--- config.mk ---
export PLATFORM = sky130hd
export DESIGN_NAME = pbcg_lane
export DESIGN_NICKNAME = d
export VERILOG_FILES = /design/src/rtl/core/pixel_brightness_contrast_gamma_macros.svh /design/src/rtl/core/pbcg_pkg.sv /design/src/rtl/core/pbcg_lane.sv
export SDC_FILE = /design/constraint.sdc
export NUM_CORES = 2
export LEC_CHECK = 0
export BUFFER_PORTS_ARGS = -buffer_cell sky130_fd_sc_hd__buf_2
export CAP_MARGIN = 10
export CELL_PAD_IN_SITES_DETAIL_PLACEMENT = 1
export CELL_PAD_IN_SITES_GLOBAL_PLACEMENT = 1
export CORE_AREA = 2 2 461 463
export CTS_CLUSTER_DIAMETER = 30
export DETAILED_ROUTE_END_ITERATION = 6
export DIE_AREA = 0 0 463 465
export GPL_ROUTABILITY_DRIVEN = 1
export GPL_TIMING_DRIVEN = 0
export PLACE_DENSITY = 0.63
export SYNTH_ARGS = -nofsm -noshare
export SYNTH_HDL_FRONTEND = slang
export SYNTH_SLANG_ARGS = --single-unit
--- constraint.sdc ---
create_clock -name clk -period 10 [get_ports clk]
set_clock_uncertainty 0.05 [all_clocks]
set_input_delay 1.5 -clock clk [delete_from_list [all_inputs] [get_ports clk]]
set_output_delay 1.5 -clock clk [all_outputs]
set_load 0.02 [all_outputs]
--- src/rtl/core/pixel_brightness_contrast_gamma_macros.svh ---
// ----------------------------------------------------------------------------
// pixel_brightness_contrast_gamma_macros
// assertion macros used by the top block to check itself
// ----------------------------------------------------------------------------
`ifndef PIXEL_BRIGHTNESS_CONTRAST_GAMMA_MACROS_SVH
`define PIXEL_BRIGHTNESS_CONTRAST_GAMMA_MACROS_SVH

// same-cycle implication
`define PBCG_ASSERT_IMP(label, clk, rst, ante, cons, msg) \
  label: assert property (@(posedge clk) disable iff (rst) (ante) |-> (cons)) \
    else $error(msg);

// next-cycle implication
`define PBCG_ASSERT_NXT(label, clk, rst, ante, cons, msg) \
  label: assert property (@(posedge clk) disable iff (rst) (ante) |=> (cons)) \
    else $error(msg);

`endif

--- src/rtl/core/pbcg_pkg.sv ---
// ----------------------------------------------------------------------------
// pbcg_pkg
// shared constants and types of the brightness / contrast / gamma block
// ----------------------------------------------------------------------------
`timescale 1ns / 1ps
`default_nettype none

package pbcg_pkg;

  localparam int PIX_W       = 8;
  localparam int NUM_CHANS   = 3;
  localparam int LANES       = 3;
  localparam int TABLE_DEPTH = 256;
  localparam int TABLE_AW    = $clog2(TABLE_DEPTH);

  localparam int GAIN_W = 12;
  localparam int OFFS_W = 9;
  localparam int PROD_W = GAIN_W + PIX_W;
  localparam int SUM_W  = PROD_W + 1;
  localparam int QR_W   = SUM_W - PIX_W + 1;

  localparam int IN_DATA_W  = 5 * PIX_W;
  localparam int OUT_DATA_W = NUM_CHANS * PIX_W;

  // output queue and credit limit on pixels in flight
  localparam int OUT_DEPTH = 8;
  localparam int OUT_PTR_W = $clog2(OUT_DEPTH);
  localparam int CREDITS   = 5;
  localparam int CREDIT_W  = $clog2(CREDITS + 1);

  localparam logic OP_PIXEL    = 1'b0;
  localparam logic OP_TABLE_WR = 1'b1;

  localparam int CFG_IDX_W = 2;
  localparam int CFG_DATA_W = GAIN_W;
  localparam logic [CFG_IDX_W-1:0] REG_GAIN     = 2'd0;
  localparam logic [CFG_IDX_W-1:0] REG_OFFSET   = 2'd1;
  localparam logic [CFG_IDX_W-1:0] REG_GAMMA_EN = 2'd2;

  typedef struct packed {
    logic                wr_en;
    logic [TABLE_AW-1:0] idx;
    logic [PIX_W-1:0]    val;
  } lane_ctrl_t;

endpackage

`default_nettype wire

--- src/rtl/core/pbcg_lane.sv ---
// ----------------------------------------------------------------------------
// pbcg_lane
// one channel: scale, offset, round half to even, clamp, gamma lookup
// ----------------------------------------------------------------------------
`timescale 1ns / 1ps
`default_nettype none

module pbcg_lane (
  input  wire logic                                clk,
  input  wire logic [pbcg_pkg::PIX_W-1:0]          x,
  input  wire logic [pbcg_pkg::GAIN_W-1:0]         gain,
  input  wire logic signed [pbcg_pkg::OFFS_W-1:0]  offset,
  input  wire logic                                gamma_en,
  input  wire pbcg_pkg::lane_ctrl_t                ctrl,
  output logic [pbcg_pkg::PIX_W-1:0]               y
);

  logic [pbcg_pkg::PROD_W-1:0]   prod;
  logic [pbcg_pkg::OFFS_W-1:0]   off_biased;
  logic [pbcg_pkg::SUM_W-1:0]    sum;
  logic [pbcg_pkg::QR_W-1:0]     q_rnd;
  logic                          round_up;
  logic [pbcg_pkg::PIX_W-1:0]    clamped_next;
  logic [pbcg_pkg::PIX_W-1:0]    clamped;
  logic [pbcg_pkg::PIX_W-1:0]    lut_q;
  logic [pbcg_pkg::PIX_W-1:0]    byp_q;
  logic [pbcg_pkg::PIX_W-1:0]    gamma_mem [pbcg_pkg::TABLE_DEPTH];

  always_ff @(posedge clk) begin
    prod <= pbcg_pkg::PROD_W'(gain) * pbcg_pkg::PROD_W'(x);
  end

  // offset + 256 keeps the sum non-negative: flip the sign bit
  assign off_biased = {~offset[pbcg_pkg::OFFS_W-1], offset[pbcg_pkg::OFFS_W-2:0]};
  assign sum = {1'b0, prod} + pbcg_pkg::SUM_W'({off_biased, 8'h00});
  assign round_up = sum[7] & ((|sum[6:0]) | sum[8]);
  assign q_rnd = {1'b0, sum[pbcg_pkg::SUM_W-1:8]} + pbcg_pkg::QR_W'(round_up);

  // biased result: below 256 is negative, above 511 overflows
  always_comb begin
    if (q_rnd < pbcg_pkg::QR_W'(256)) begin
      clamped_next = '0;
    end else if (q_rnd > pbcg_pkg::QR_W'(511)) begin
      clamped_next = '1;
    end else begin
      clamped_next = q_rnd[pbcg_pkg::PIX_W-1:0];
    end
  end

  always_ff @(posedge clk) begin
    clamped <= clamped_next;
  end

  // table write and pixel read meet here in item order
  always_ff @(posedge clk) begin
    if (ctrl.wr_en) begin
      gamma_mem[ctrl.idx] <= ctrl.val;
    end
    lut_q <= gamma_mem[clamped];
    byp_q <= clamped;
  end

  assign y = gamma_en ? lut_q : byp_q;

endmodule

`default_nettype wire

==> results.md <==
* Status: finished clean
* IO Count at 56
* Yosys Warn Count at 0
* Clock transition at the registers of the reported paths at roughly 0.060 ns
* Unique masters post-synth at 55
* Row Count at 169
* Ranking of synthesized cells by area: edfxtp_1 74%, mux4_2 14%, mux2i_1 1.5%
* Area growth syn-to-layout at 22.4%
* Post-CTS setup buffers at 0
* Synth top area share at 73.5%
* Pwr Density at 295 nW/µm²
* CP endpoint kind: register
* Root buf cell: clkbuf_16
* Critical Path RT at 10.78 ns
* Final wirelength at 251000 µm
* CP max stage delay at 0.56 ns
* Share of cells above drive strength 1 at between 20 and 30%
* Detailed Place HPWL at between 150000 and 200000 µm
* Die Footprint at 215000 µm²
* Initial antenna violation count at 20
* Starting density of the core at 39.7%
* Critical path type: in -> reg
* Wire length on met2 at 121000 µm
* # Max-Cap Violations at 0
* DRC at 0
* Highest routed layer: met5
* FMAX at 183 MHz
* Worst skew pair latency at 0.98 ns
* Die H at roughly 470 µm
* Total grt overflow at 0
* Most common cell after layout, fill and taps aside: edfxtp_1
* RSZ-0062 raised after global routing: false
* PortBufs at 49
* DR vias at 44252
* Startpoint class of the critical path: primary input
* Cells along the critical path: buf_2 -> clkbuf_1 -> nand2_1 -> fa_1 -> fa_1 -> inv_1 -> fa_1 -> inv_1 -> fa_1 -> inv_1 -> ha_1 -> o21a_1 -> o31a_1 -> o211ai_1 -> a21oi_1 -> nor4b_1 -> o31ai_1 -> a21oi_1 -> xnor2_1
* # setup viols final at 0
* Gr usage total at 23.2%
* Mapped Area at 83700 µm²
* Slew Limit Fails at 0
* H-tree Lvls at 5
* DRT Pass-1 Iters at 5
* Flop and latch count out of synthesis at 2092
* Syn Inst Count at about 4100
* Slowest CP cell: fa_1
* Slew @ Worst Pin at 1.32 ns
* Met3 wire len at 19600 µm
* CTS tree: done
* Filler cells at between 15000 and 20000
* Hold_buf cts at 0
* Largest net degree at the start of global routing at 159
* Initial DRC count at slightly above 5000
* Post-DP Area at 87900 µm²
* Reg2reg setup slack at 4.83 ns
* Most frequent cells in the layout: 2048 x edfxtp_1, 528 x mux4_2, 438 x clkbuf_16
* Final #Nets at 4717
* Number of flops mapped to enable cells by yosys at a little over 2000
* ANT nets after route at 0
* Final Critical Period at around 5.5 ns
* Synth Area per Inst at just over 20 µm²
* Worst hold-check path type: reg -> reg
* Post-synthesis net count at approximately 4200
* Register area share after synthesis at 74.6%
* Per-cell routed wire length at 32.4 µm
* Async S/R FF share, synth at 0%
* Period utilization at roughly 55%
* CP max FO at 10
* CTS sink count at approximately 2100
* CTS Buffer Depth at 4
* Post-synth top flop: edfxtp_1
* Cell taking the most area after synthesis: edfxtp_1
* Design Area, Final at 102000 µm²
* Vias in the first global route at 46566
* VDD IR max at 0.247 mV
* Most frequent CP cell: fa_1
* CORE AREA at 211000 µm²
* Fin Hold WS at 0.317 ns
* Slew margin rel. at 12.0%
* Via density per instance at 5.72
* Final hold violation count at 0
* Static leakage at 0.0341 µW
* Total Neg Setup Slack at 0 ns
* Worst EP arrival at about 6.2 ns
* GPL Wtd Cong at 0.842
* Post-cts sizing count at 0
* First-pass GRT wire length at between 300000 and 400000 µm
* Chip width at 463 µm
* Met1 WL at 102000 µm
* Inserted Clock Buffers at 435
[cell usage after synthesis, drive strengths merged, types with 2 or more instances]
library cell  number
clkbuf           119
or3                3
or2                4
buf              111
o22ai             11
nor3              24
o211ai             3
xor2               7
o21ai             25
edfxtp          2048
nand2b             6
a22o               9
a21oi             79
a21boi             4
o2111ai            2
a22oi             62
and2              76
mux2               9
nor2             274
nand2             75
nand3             49
nand4             25
a221oi             3
a211oi            15
o31a               2
a31oi              7
o21a               5
xnor2             19
nor3b              2
mux4             528
and3              10
mux2i            128
fa                61
ha                50
inv               85
nor2b             16
a21o               3
a211o              3
dfxtp             44
o221ai            42
[metrics by stage]
step / util (%) / total power [µW] / setup WS, ns / std cells
floorplan: - / 13600 / 4.45 / 4058
global placement: 41.5 / 16000 / 3.57 / 6928
detailed placement: 41.7 / 16100 / 3.60 / 6941
CTS: 48.6 / 30300 / 4.54 / 7727
global route: 48.6 / 31000 / 4.22 / 7733
finish: 48.6 / 30200 / 4.54 / 7736
[sequential cells by signal, indices dropped and copies added, names as in the netlist]
name	count
prod	20
clamped	8
gamma_mem	2048
byp_q	8
lut_q	8
[metal layers]
metal / track usage (%) / vias to the layer above
met2: 37.4 / 2008
li1: - / 17857
met4: 7.81 / 2
met3: 4.72 / 434
met1: 31.7 / 23951
met5: 0 / -
[kinds of logic after synthesis]
| family | after synthesis | synth area share, % |
|---|---|---|
| AOI/OAI and AO/OA | 280 | 2.27 |
| buffers and inverters | 315 | 1.70 |
| muxes | 665 | 15.9 |
| adders and majority gates | 111 | 2.21 |
| DFF | 2092 | 74.6 |
| xor gates and xnor gates | 26 | 0.272 |
| and+or+nand+nor | 569 | 3.13 |
[power breakdown]
part	switching (µW)	leakage [µW]	internal, µW
clock network	4770	0.00696	9480
registers	73.3	0.0188	9760
logic	3760	0.00835	2350
[path summary, 6_finish.rpt]
kind / endpoint / depth (start not counted) / from
setup / recovery: prod[17] / 19 / x[2]
setup reg to reg: lut_q[5] / 8 / clamped[2]
hold / removal: byp_q[1] / 0 / clamped[1]
hold reg to reg: byp_q[1] / 0 / clamped[1]
[worst max-delay path, delay by kind of cell]
family / cells / cell delay (ns)
fa+ha+maj: 5 / 2.36
buf+inv: 5 / 0.62
xor+xnor: 1 / 0.13
simple gates: 2 / 0.58
compound gates: 6 / 1.03
[area by class of cell]
cell class / count / area [µm²] / share of cell area, %
Sequential cell: 2092 / 62400 / 60.9
Multi-Input combinational cell: 1651 / 19900 / 19.4
Clock buffer: 477 / 11100 / 10.8
Tap cell: 2821 / 3530 / 3.45
Clock inverter: 309 / 3420 / 3.34
Buffer: 230 / 1120 / 1.10
Timing Repair Buffer: 63 / 661 / 0.645
Inverter: 85 / 319 / 0.312
Antenna cell: 8 / 20.0 / 0.0195
Note: power is estimated with default switching activity, not from simulation.
