File: src/rtl/core/pixel_brightness_contrast_gamma_macros.svh
// ----------------------------------------------------------------------------
// pixel_brightness_contrast_gamma_macros
// assertion macros used by the top block to check itself
// ----------------------------------------------------------------------------
`ifndef PIXEL_BRIGHTNESS_CONTRAST_GAMMA_MACROS_SVH
`define PIXEL_BRIGHTNESS_CONTRAST_GAMMA_MACROS_SVH

// same-cycle implication
`define PBCG_ASSERT_IMP(label, clk, rst, ante, cons, msg) \
  label: assert property (@(posedge clk) disable iff (rst) (ante) |-> (cons)) \
    else $error(msg);

// next-cycle implication
`define PBCG_ASSERT_NXT(label, clk, rst, ante, cons, msg) \
  label: assert property (@(posedge clk) disable iff (rst) (ante) |=> (cons)) \
    else $error(msg);

`endif

File: src/rtl/core/pbcg_pkg.sv
// ----------------------------------------------------------------------------
// pbcg_pkg
// shared constants and types of the brightness / contrast / gamma block
// ----------------------------------------------------------------------------
`timescale 1ns / 1ps
`default_nettype none

package pbcg_pkg;

  localparam int PIX_W       = 8;
  localparam int NUM_CHANS   = 3;
  localparam int LANES       = 3;
  localparam int TABLE_DEPTH = 256;
  localparam int TABLE_AW    = $clog2(TABLE_DEPTH);

  localparam int GAIN_W = 12;
  localparam int OFFS_W = 9;
  localparam int PROD_W = GAIN_W + PIX_W;
  localparam int SUM_W  = PROD_W + 1;
  localparam int QR_W   = SUM_W - PIX_W + 1;

  localparam int IN_DATA_W  = 5 * PIX_W;
  localparam int OUT_DATA_W = NUM_CHANS * PIX_W;

  // output queue and credit limit on pixels in flight
  localparam int OUT_DEPTH = 8;
  localparam int OUT_PTR_W = $clog2(OUT_DEPTH);
  localparam int CREDITS   = 5;
  localparam int CREDIT_W  = $clog2(CREDITS + 1);

  localparam logic OP_PIXEL    = 1'b0;
  localparam logic OP_TABLE_WR = 1'b1;

  localparam int CFG_IDX_W = 2;
  localparam int CFG_DATA_W = GAIN_W;
  localparam logic [CFG_IDX_W-1:0] REG_GAIN     = 2'd0;
  localparam logic [CFG_IDX_W-1:0] REG_OFFSET   = 2'd1;
  localparam logic [CFG_IDX_W-1:0] REG_GAMMA_EN = 2'd2;

  typedef struct packed {
    logic                wr_en;
    logic [TABLE_AW-1:0] idx;
    logic [PIX_W-1:0]    val;
  } lane_ctrl_t;

endpackage

`default_nettype wire

File: src/rtl/core/pbcg_merge.sv
// ----------------------------------------------------------------------------
// pbcg_merge
// joins lane results into one output item and queues it for the master side
// ----------------------------------------------------------------------------
`timescale 1ns / 1ps
`default_nettype none

module pbcg_merge (
  input  wire logic                                 clk,
  input  wire logic                                 rst,
  input  wire logic                                 pix_accept,
  input  wire logic                                 push,
  input  wire logic [pbcg_pkg::OUT_DATA_W-1:0]      push_data,
  output logic                                      room,
  output logic                                      m_tvalid,
  input  wire logic                                 m_tready,
  output logic [pbcg_pkg::OUT_DATA_W-1:0]           m_tdata
);

  logic [pbcg_pkg::OUT_DATA_W-1:0] queue [pbcg_pkg::OUT_DEPTH];
  logic [pbcg_pkg::OUT_PTR_W-1:0]  wr_ptr;
  logic [pbcg_pkg::OUT_PTR_W-1:0]  rd_ptr;
  logic [pbcg_pkg::OUT_PTR_W:0]    level;
  logic [pbcg_pkg::CREDIT_W-1:0]   occ;
  logic                            pop;

  assign m_tvalid = (level != '0);
  assign m_tdata  = queue[rd_ptr];
  assign pop      = m_tvalid & m_tready;
  assign room     = (occ < pbcg_pkg::CREDIT_W'(pbcg_pkg::CREDITS));

  always_ff @(posedge clk) begin
    if (push) begin
      queue[wr_ptr] <= push_data;
    end
  end

  always_ff @(posedge clk) begin
    if (rst) begin
      wr_ptr <= '0;
      rd_ptr <= '0;
      level  <= '0;
      occ    <= '0;
    end else begin
      if (push) begin
        wr_ptr <= wr_ptr + 1'b1;
      end
      if (pop) begin
        rd_ptr <= rd_ptr + 1'b1;
      end
      level <= level + (pbcg_pkg::OUT_PTR_W+1)'(push) - (pbcg_pkg::OUT_PTR_W+1)'(pop);
      // pixels accepted and not yet handed off
      occ <= occ + pbcg_pkg::CREDIT_W'(pix_accept) - pbcg_pkg::CREDIT_W'(pop);
    end
  end

endmodule

`default_nettype wire

File: config.mk
export PLATFORM = sky130hd
export DESIGN_NAME = pbcg_merge
export DESIGN_NICKNAME = d
export VERILOG_FILES = /design/src/rtl/core/pixel_brightness_contrast_gamma_macros.svh /design/src/rtl/core/pbcg_pkg.sv /design/src/rtl/core/pbcg_merge.sv
export SDC_FILE = /design/constraint.sdc
export NUM_CORES = 1
export LEC_CHECK = 0
export BUFFER_PORTS_ARGS = -buffer_cell sky130_fd_sc_hd__buf_2
export CAP_MARGIN = 20
export CORE_AREA = 2 2 131 260
export CTS_BUF_LIST = sky130_fd_sc_hd__clkbuf_8
export DETAILED_ROUTE_END_ITERATION = 10
export DIE_AREA = 0 0 133 262
export GPL_ROUTABILITY_DRIVEN = 0
export GPL_TIMING_DRIVEN = 0
export PLACE_DENSITY = 0.45
export SLEW_MARGIN = 20
export SYNTH_ARGS = -nofsm -noshare
export SYNTH_HDL_FRONTEND = slang
export SYNTH_SLANG_ARGS = --single-unit
File: constraint.sdc
create_clock -name clk -period 4.9 [get_ports clk]
set_clock_uncertainty 0.2 [all_clocks]
set_input_delay 0.245 -clock clk [delete_from_list [all_inputs] [get_ports clk]]
set_output_delay 0.245 -clock clk [all_outputs]
set_load 0.005 [all_outputs]
==> impl.org <==
** Logic synthesis
- Sequential area share after synthesis :: 0.754
- Synth area leader :: sky130_fd_sc_hd__edfxtp_1
- Of the post-synthesis cell area, the dominant cell type holds 0.714.
- Post-synthesis instance area :: 8070 µm²
- The netlist uses 28 different library cells.
- Ranked by instance count, the synthesized netlist is headed by sky130_fd_sc_hd__edfxtp_1 (192), sky130_fd_sc_hd__mux4_2 (48), sky130_fd_sc_hd__dfxtp_1 (16), sky130_fd_sc_hd__nor2_1 (16), sky130_fd_sc_hd__mux2_2 (14).
- Most numerous cell in the Yosys netlist :: sky130_fd_sc_hd__edfxtp_1
- Largest cells by area after synthesis :: sky130_fd_sc_hd__edfxtp_1 (71%), sky130_fd_sc_hd__mux4_2 (13%), sky130_fd_sc_hd__dfxtp_1 (4.0%)
- Flop and latch count out of synthesis :: 208
- Most common flop cell mapped by yosys :: sky130_fd_sc_hd__edfxtp_1
- Syn_area_per_cell :: about 22 µm²
- Yosys printed 0 warnings.
- The number of nets in the synthesized netlist is 409.
- After technology mapping, the gate count stands at 369.
- Number of synthesized flops with an enable pin :: roughly 190
- Counting flops with an async set or reset pin after synthesis yields a share of 0.

** Finish
- Layout overhead on the synthesized area :: 23.8%
- Final #Nets :: 536
- Number of filler cells placed in the layout :: 3208
- Fraction of layout cells with a size suffix above 1 :: 0.384

** Route
- Via count :: 3914
- Avg Vias per Cell :: slightly above 4
- First-iteration detailed-routing DRC count :: about 210
- In the final routed layout, each cell accounts on average for 18.7 µm.
- Summed over all layers, the routed wires come to roughly 18000 µm.
- Number of detailed-routing iterations run before antenna repair :: 4
- The detail route stage leaves a number of antenna-violating nets equal to 0.
- After detailed routing, the number of remaining DRC violations is 0.

** Clocking
- The later pin in the worst-skew pair is clocked with a latency of 560 ps.
- Clock Pin Slew Worst Setup and Hold Paths :: 70 ps
- Number of clock buffers inserted by TritonCTS :: 29
- Depth of the CTS H-tree :: 1
- Number of buffers on the longest clock path :: 3
- The clock net in this run drives a total of 208 sinks.
- TritonCTS built the clock tree.
- The root buffer cell chosen for the clock tree is sky130_fd_sc_hd__clkbuf_8.

** Timing
- In the final timing run, aggregate negative setup slack is 0 ps.
- The number of max-slew violations in the final report was 0.
- Setup violations, final :: 0
- The hold violation total from the final report was 0.
- Maximum clock frequency :: 347 MHz
- Fin crit period :: 2880 ps
- At the pin with the least slew margin, the transition time is between 900 and 1000 ps.
- Ratio of final minimum period to clock period :: 0.588
- Measured against its own limit, the worst slew margin works out to 0.358.
- Setup repair after global routing left no endpoint under its margin.

** Pwr
- Static Leak :: 3.31 nW
- In this run the power density over the cells is approximately 400 nW/µm².
- VDD sags by at most about 300 µV.
- Overall power :: 4.04 mW

** Setup path
- The setup path with the least slack is of type reg2out.
- The worst register-to-register path begins at level[2].
- Sort of element at the start of the critical path :: register
- Critical Path Fanout Max :: 10
- For flop-to-flop paths, the worst setup slack is 2380 ps.
- For the worst flop-to-flop path, the logic depth is 11.
- Buf/Inv on CP :: 3
- Required time at the endpoint of the critical path :: 4450 ps
- The critical path runs through a total of 4 cells.
- The worst setup path is captured at an output port.
- On the worst path, the slowest cell contributes a delay of around 750 ps.
- Family of cells with the greatest summed delay on the critical path :: buffers and inverters
- The most critical setup path has its endpoint at m_tdata[22].
- Crit path cell chain :: clkbuf_2 > buf_1 > mux2_2 > buf_2
- Slowest library cell on the worst path :: sky130_fd_sc_hd__buf_1
- Reg2reg end :: occ[2]
- Data arrives at the worst endpoint at 2430 ps.

** GRT
- The first global-routing pass estimated between 20000 and 30000 µm of wire.
- Largest net degree at the start of global routing :: 16
- Remaining Overflow, GRT :: 0
- Initial antenna violation count :: 1
- In the global route stage, overall resource usage came out at 0.106.
- The number of global-route vias before repair is roughly 4500.

** Die
- The die is 262 µm tall.
- Die footprint :: around 35000 µm²
- Overall die width :: ~130 µm
- Count of boundary I/O pins :: 55
- The floorplan step defined a core boundary enclosing 32800 µm².
- After floorplanning, the core was divided into 94 placement rows.
- The initial utilization of the core area, before any placement, comes to 0.246.

** Outcome
- The run finished with clean final reports.

** Job
- Maximum capacitance violations :: 0

** Hold path
- The worst hold path begins at rst.
- Counting instances, the worst hold path has a depth of 3.
- The path class of the tightest hold or removal check is in2reg.

** Placed design
- PortBufs :: 54
- Detailed placement finished with a half-perimeter wire length of 12000 µm.
[routing by layer]
metal | global-route usage | vias up | share of wire
met1 | 0.106 | 2054 | 0.36
met4 | 0.0469 | 0 | 0.030
met2 | 0.211 | 73 | 0.58
met5 | 0 | - | 0
li1 | - | 1753 | -
met3 | 0.0174 | 34 | 0.032
[cell usage in the layout (no fill, tap or decap), drive strengths merged, types with 5 or more instances in the layout]
master and instances:
inv 22, mux2 26, mux4 48, clkinv 5, ha 9, clkbuf 35, nor2 16, nand2 5
buf 77, dlygate4sd3 29, a21oi 7, dfxtp 16, edfxtp 192
[worst min-delay path by stage]
stage	slack, ps	end
2_1_floorplan	110	rd_ptr[2]
3_3_place_gp	300	rd_ptr[2]
3_5_place_dp	330	register
4_1_cts	260	level[0]
5_1_grt	280	queue[2][2]
6_report	290	level[0]
[layout make-up]
cell class	count	area, µm²	area share
clock buffers	31	427	0.0427
inverters	10	37.5	0.00376
well taps	432	541	0.0541
multi-input cells	137	1900	0.190
plain buffers	14	101	0.0101
flip-flops and latches	208	6090	0.609
clock inverters	19	108	0.0108
repair buffers	96	786	0.0787
diodes	1	2.50	0.000251
[tightest hold or removal path, cell delays in order]
cell                            delay, ps
sky130_fd_sc_hd__dlygate4sd3_1        520
sky130_fd_sc_hd__buf_2                180
sky130_fd_sc_hd__nor2b_1               60
[sequential cells by signal, summed over array words and instances, names as in the netlist, named ones only]
signal,flops
wr_ptr,3
queue,192
occ,3
level,4
rd_ptr,3
[metrics by stage]
step / setup WS, ps / cell area, µm² / util / hold slack [ps] / cells
6_report: 2020 / 9990 / 0.304 / 291 / 948
2_1_floorplan: 2100 / 8070 / - / 114 / 369
3_5_place_dp: 2390 / 9160 / 0.279 / 326 / 868
4_1_cts: 1930 / 9990 / 0.304 / 261 / 947
3_3_place_gp: 186 / 8880 / 0.271 / 296 / 855
5_1_grt: 1880 / 9990 / 0.304 / 285 / 948
[kinds of logic (layout without fill, tap and decap cells)]
| kind of cell | count (synthesis) | count (layout) | share of synthesized area |
|---|---|---|---|
| AND/OR/NAND/NOR | 35 | 35 | 0.0200 |
| adder cells (fa/ha/maj) | 11 | 11 | 0.0189 |
| other | 0 | 1 | 0 |
| buffers and inverters | 24 | 170 | 0.0172 |
| XOR/XNOR | 5 | 5 | 0.00543 |
| flip-flops | 208 | 208 | 0.754 |
| AO/OA/AOI/OAI | 11 | 11 | 0.00729 |
| multiplexers | 75 | 75 | 0.177 |
[timing repair]
item / 4_1_cts / 5_1_grt
setup buffers: 0 / 0
hold buffers: 29 / 0
endpoints found under the hold margin: 204 / 0
resized for setup: 0 / 0
setup endpoints to repair: 0 / 0
[where the power goes]
| part | switching, mW | internal [mW] | leakage, nW |
|---|---|---|---|
| Sequential | 0.0323 | 2.01 | 1.88 |
| Combinational | 0.342 | 0.385 | 1.11 |
| Clock | 0.633 | 0.634 | 0.321 |
| Total | 1.01 | 3.03 | 3.31 |
No activity file was read; power rests on OpenSTA's default activity.
